File: src/design/rbsi_pkg.sv
// Shared types, constants and helpers for the ray/box slab intersection block.
// Depends on nothing; every design module imports it.
package rbsi_pkg;

	typedef logic signed [31:0] s32_t;
	typedef logic signed [32:0] s33_t;
	typedef logic signed [63:0] s64_t;
	typedef logic signed [64:0] s65_t;

	localparam s32_t S32_MAX = 32'sh7FFF_FFFF;
	localparam s32_t S32_MIN = 32'sh8000_0000;

	// reciprocal divider: 2^32 / |d|, restoring, STEP quotient bits per stage
	localparam int unsigned NQ   = 36;
	localparam int unsigned STEP = 4;
	localparam int unsigned NST  = NQ / STEP;
	localparam logic [NQ-1:0] DIVIDEND = 36'h1_0000_0000;

	// word carried alongside the reciprocal
	typedef struct packed {
		s32_t [2:0] o;
		s32_t [2:0] d;
		s33_t [2:0] dlo;
		s33_t [2:0] dhi;
		logic       in_box;
	} side_t;

	// one reciprocal lane
	typedef struct packed {
		logic [31:0] den;
		logic        neg;
		logic        zero;
	} lane_t;

	typedef struct packed {
		logic [31:0]   rem;
		logic [NQ-1:0] quo;
	} div_t;

	// word handed from the slab stages to the point stages
	typedef struct packed {
		s32_t [2:0] o;
		s32_t [2:0] d;
		logic       in_box;
		s32_t       nearb;
		s32_t       farb;
	} bound_t;

	// saturate a wide signed value to 32 bits
	function automatic s32_t sat32(input s65_t v);
		s32_t r;
		if (v > 65'sh0_0000_0000_7FFF_FFFF) begin
			r = S32_MAX;
		end else if (v < 65'sh1_FFFF_FFFF_8000_0000) begin
			r = S32_MIN;
		end else begin
			r = s32_t'(v[31:0]);
		end
		return r;
	endfunction

	// saturating negation
	function automatic s32_t neg32(input s32_t v);
		s32_t r;
		if (v == S32_MIN) begin
			r = S32_MAX;
		end else begin
			r = -v;
		end
		return r;
	endfunction

	// STEP restoring division steps
	function automatic div_t div_step(input div_t cur, input logic [31:0] den,
			input logic [STEP-1:0] nb);
		div_t        r;
		logic [32:0] t;
		r = cur;
		for (int j = STEP - 1; j >= 0; j--) begin
			t = {r.rem, nb[j]};
			if (t >= {1'b0, den}) begin
				t = t - {1'b0, den};
				r.quo = {r.quo[NQ-2:0], 1'b1};
			end else begin
				r.quo = {r.quo[NQ-2:0], 1'b0};
			end
			r.rem = t[31:0];
		end
		return r;
	endfunction

endpackage

File: src/design/rbsi_prep.sv
// Front stage: inside test, direction reversal, slab differences, divisor set-up.
// Depends on rbsi_pkg.
module rbsi_prep (
	input  logic                        clk,
	input  logic                        arst_n,
	input  logic                        in_valid,
	output logic                        in_ready,
	input  rbsi_pkg::s32_t [2:0]        o,
	input  rbsi_pkg::s32_t [2:0]        d,
	input  rbsi_pkg::s32_t [2:0]        lo,
	input  rbsi_pkg::s32_t [2:0]        hi,
	output logic                        out_valid,
	input  logic                        out_ready,
	output rbsi_pkg::side_t             side,
	output rbsi_pkg::lane_t [2:0]       lanes
);
	import rbsi_pkg::*;

	logic         v_s1;
	logic         en;
	logic         in_box;
	side_t        side_d;
	lane_t [2:0]  lanes_d;
	s32_t  [2:0]  dr;

	assign en       = !v_s1 || out_ready;
	assign in_ready = en;

	// origin strictly inside on every axis
	always_comb begin
		in_box = 1'b1;
		for (int i = 0; i < 3; i++) begin
			if (!($signed(o[i]) > $signed(lo[i]) && $signed(o[i]) < $signed(hi[i]))) begin
				in_box = 1'b0;
			end
		end
	end

	// reversed direction, differences and divisor magnitude per axis
	always_comb begin
		for (int i = 0; i < 3; i++) begin
			dr[i] = in_box ? neg32(d[i]) : d[i];
			side_d.o[i]   = o[i];
			side_d.d[i]   = dr[i];
			side_d.dlo[i] = s33_t'($signed(lo[i])) - s33_t'($signed(o[i]));
			side_d.dhi[i] = s33_t'($signed(hi[i])) - s33_t'($signed(o[i]));
			lanes_d[i].neg  = dr[i][31];
			lanes_d[i].zero = (dr[i] == '0);
			lanes_d[i].den  = dr[i][31] ? 32'(-dr[i]) : 32'(dr[i]);
		end
		side_d.in_box = in_box;
	end

	always_ff @(posedge clk or negedge arst_n) begin
		if (!arst_n) begin
			v_s1 <= 1'b0;
		end else if (en) begin
			v_s1 <= in_valid;
		end
	end

	always_ff @(posedge clk) begin
		if (en) begin
			side  <= side_d;
			lanes <= lanes_d;
		end
	end

	assign out_valid = v_s1;
endmodule

File: config.mk
export PLATFORM = sky130hd
export DESIGN_NAME = rbsi_prep
export DESIGN_NICKNAME = d
export VERILOG_FILES = /design/src/design/rbsi_pkg.sv /design/src/design/rbsi_prep.sv
export SDC_FILE = /design/constraint.sdc
export NUM_CORES = 1
export LEC_CHECK = 0
export ABC_AREA = 1
export ABC_CLOCK_PERIOD_IN_PS = 18000
export BUFFER_PORTS_ARGS = -buffer_cell sky130_fd_sc_hd__buf_4
export CAP_MARGIN = 20
export CORE_AREA = 2 2 340 342
export DETAILED_ROUTE_END_ITERATION = 8
export DIE_AREA = 0 0 342 344
export MAX_ROUTING_LAYER = met4
export PLACE_DENSITY = 0.55
export SYNTH_ARGS = -nofsm -noshare
export SYNTH_HDL_FRONTEND = slang
export SYNTH_SLANG_ARGS = --single-unit
File: constraint.sdc
create_clock -name clk -period 18 [get_ports clk]
set_input_delay 3.6 -clock clk [delete_from_list [all_inputs] [get_ports clk]]
set_output_delay 3.6 -clock clk [all_outputs]
set_load 0.02 [all_outputs]
==> metrics.txt <==
fin crit share 0.450; Sink Count 488; RSZ-0062 raised after global routing no; core area 0.114 mm²; post-cts gate resize count 0; Final TNS setup 0 ns; row count 124; Die Span X 342 µm; Root Driver clkbuf_16; fraction of layout instances using a drive strength above 1 0.232; Reg2Reg Setup Slack 14.32 ns; global-route wire length before repair 195 mm; Placement Setup Slack 9.23 ns; Pre-antenna DRT Iters 5; number of port buffers 882; Vias 30259; Post-DRT Antenna Nets 0; Peak supply drop 0.0000781 V; CTS max path bufs 3; slowest stage delay, CP 0.82 ns; Slew @ Worst Pin 1.04 ns; Final Max Slew Viols 0; CTS tree built; Layout Nets 5359; Detailed Place HPWL 115 mm; Area after DPL 0.0408 mm²; area of the multi-input gates 0.0155 mm²; Setup Skew 0.0574 ns; Crit Path Category primary input to register; Leak 20.2 nW; Ports 883; DRT iter0 DRCs 2211; register area share after synthesis 0.450; CP Data Required Time 18.43 ns; Top Usage Layer GRT met2; P&R area growth vs syn 32.0%; GRT Total Usage 0.234; r2r worst-path depth 4; met1 usage 0.283; crit path launch type primary input; ys async rst share 0.00205; H-Tree Depth 2; die area 0.118 mm²; Crit Path Max Fanout 71; Crit path arrival time 8.54 ns; Overflow after GRT 0; Worst Slack Setup Final 9.89 ns; mean number of vias per cell 4.76; Syn Area/Cell 8.42 µm²; status finished, final reports clean; initial antenna violation count 31; Post-synth EDFFs 487; Max Cap Violations 0; Max Clk Rate 123 MHz; Netlist Area Pre-Place 0.0325 mm²; post-DR wirelength/cell 22.0 µm; Area contributors post-synth edfxtp_1 45%, nand2_1 11%, ha_1 7.6%; final hold violation count 0; min-delay worst type register to register; Syn Nets 4459; pwr dens 92.2 mW/mm²; RR Startpoint out_valid; Synth area leader edfxtp_1; Worst Setup End Kind register; Max-slew headroom 0.307; FF+latch area 0.0146 mm²; GP Congestion 0.955; most frequent CP cell nand2_1; Yosys reg bits 488; Final min period 8.11 ns; # hold bufs at CTS 0; Filler Cells Inserted 11858; Critical R2R Capture lanes[7]; Chip Height 344 µm; most common cell in the netlist nand2_1; number of global-route vias before repair 28963; largest net degree at the start of global routing 72; Starting Density 0.286; Setup crit end lanes[32]; Syn. warnings 0; crit path max-delay cell type inv_1; synth unique cells 52; Synth Instances 3867; Critical path origin o[68]; grt met3 use 0.0550; Clock transition at path regs 0.06 ns; dominant synthesized flop cell edfxtp_1; total wire length 140 mm; CTS buffer count 61; Synth top cells by count 979 x nand2_1, 522 x inv_1, 487 x edfxtp_1, 390 x nor2_1, 252 x nand3_1; postcts setup bufs 0; Clock Latency Late Sink 0.69 ns; DRC viols 0; top cell type's share of synthesized area 0.449; met2 Usage GRT 0.382; Final setup violation count 0; Non-Filler Cell Area, Final 0.0430 mm²
## per-layer routing
| metal | vias to the layer above | share of wire |
|---|---|---|
| met5 | - | 0 |
| met4 | 0 | 0.030 |
| met3 | 183 | 0.071 |
| met2 | 1067 | 0.48 |
| met1 | 14292 | 0.42 |
| li1 | 14717 | - |
## logic make-up (layout without fill, tap and decap cells)
group | Yosys count | in the layout | share of synthesized area
AND/OR/NAND/NOR | 1868 | 1868 | 0.247
buffers and inverters | 590 | 1541 | 0.0734
flip-flops | 488 | 488 | 0.450
AO/OA/AOI/OAI | 454 | 454 | 0.0787
XOR/XNOR | 263 | 263 | 0.0708
adder cells (fa/ha/maj) | 204 | 204 | 0.0798
other | 0 | 27 | 0
## cells in the final DEF, fill, tap and decap left out, types with 5 or more instances in the layout
cell type and instances:
a2111oi_0 6, a21boi_0 11, a21o_1 19, a21oi_1 215, a31oi_1 33, buf_4 896
bufinv_16 9, clkbuf_1 14, clkbuf_16 62, clkinv_1 5, clkinv_2 8, clkinvlp_4 5
diode_2 27, edfxtp_1 487, fa_1 6, ha_1 198, inv_1 522, inv_2 8
inv_6 6, nand2_1 978, nand2_2 45, nand2_4 6, nand3_1 252, nand3_2 7
nand3b_1 23, nand4_1 54, nor2_1 390, nor2_2 16, nor3_1 40, nor4_1 24
o211ai_1 7, o21a_1 5, o21ai_0 105, o21ai_1 16, o21ai_2 17, o21bai_1 5
o31ai_1 6, or2_2 16, xnor2_1 78, xor2_1 185
## per-stage QoR
step	utilization	instances	hold slack [ns]	power, mW
finish	0.377	6357	1.07	3.96
global route	0.377	6356	1.10	4.13
CTS	0.377	6330	1.06	4.00
detailed placement	0.358	6216	1.06	2.66
global placement	0.358	6216	1.04	2.67
floorplan	-	3867	3.30	2.16
## critical path: cells and delay by family
family | cells | cell delay [ns]
buf+inv | 5 | 1.13
fa+ha+maj | 1 | 0.30
simple gates | 18 | 3.14
compound gates | 1 | 0.33
## area by class of cell
cell class                      count  share of cell area
Clock buffer                       76              0.0373
Multi-Input combinational cell   2789               0.361
Tap cell                         1512              0.0440
Sequential cell                   488               0.341
Inverter                          531              0.0464
Antenna cell                       27             0.00157
Timing Repair Buffer              896               0.157
Clock inverter                     38              0.0119
## state kept, by name, indices dropped and copies added, names as in the netlist
register   cells
lanes         96
out_valid      1
side         391
## where the power goes
group,switching (mW),total [mW],internal [mW],leakage [nW]
Combinational,0.724,1.13,0.410,14.3
Sequential,0.0668,1.51,1.44,4.91
Clock,0.551,1.32,0.768,1.01
## how the worst min path moves through the flow
stage	start	cells after the start	to
2_1_floorplan	arst_n	0	out_valid
3_3_place_gp	out_valid	1	side[359]
3_5_place_dp	out_valid	1	side[359]
4_1_cts	out_valid	1	side[360]
5_1_grt	out_valid	1	side[360]
6_report	out_valid	1	side[360]
(Power assumes the default switching activity.)
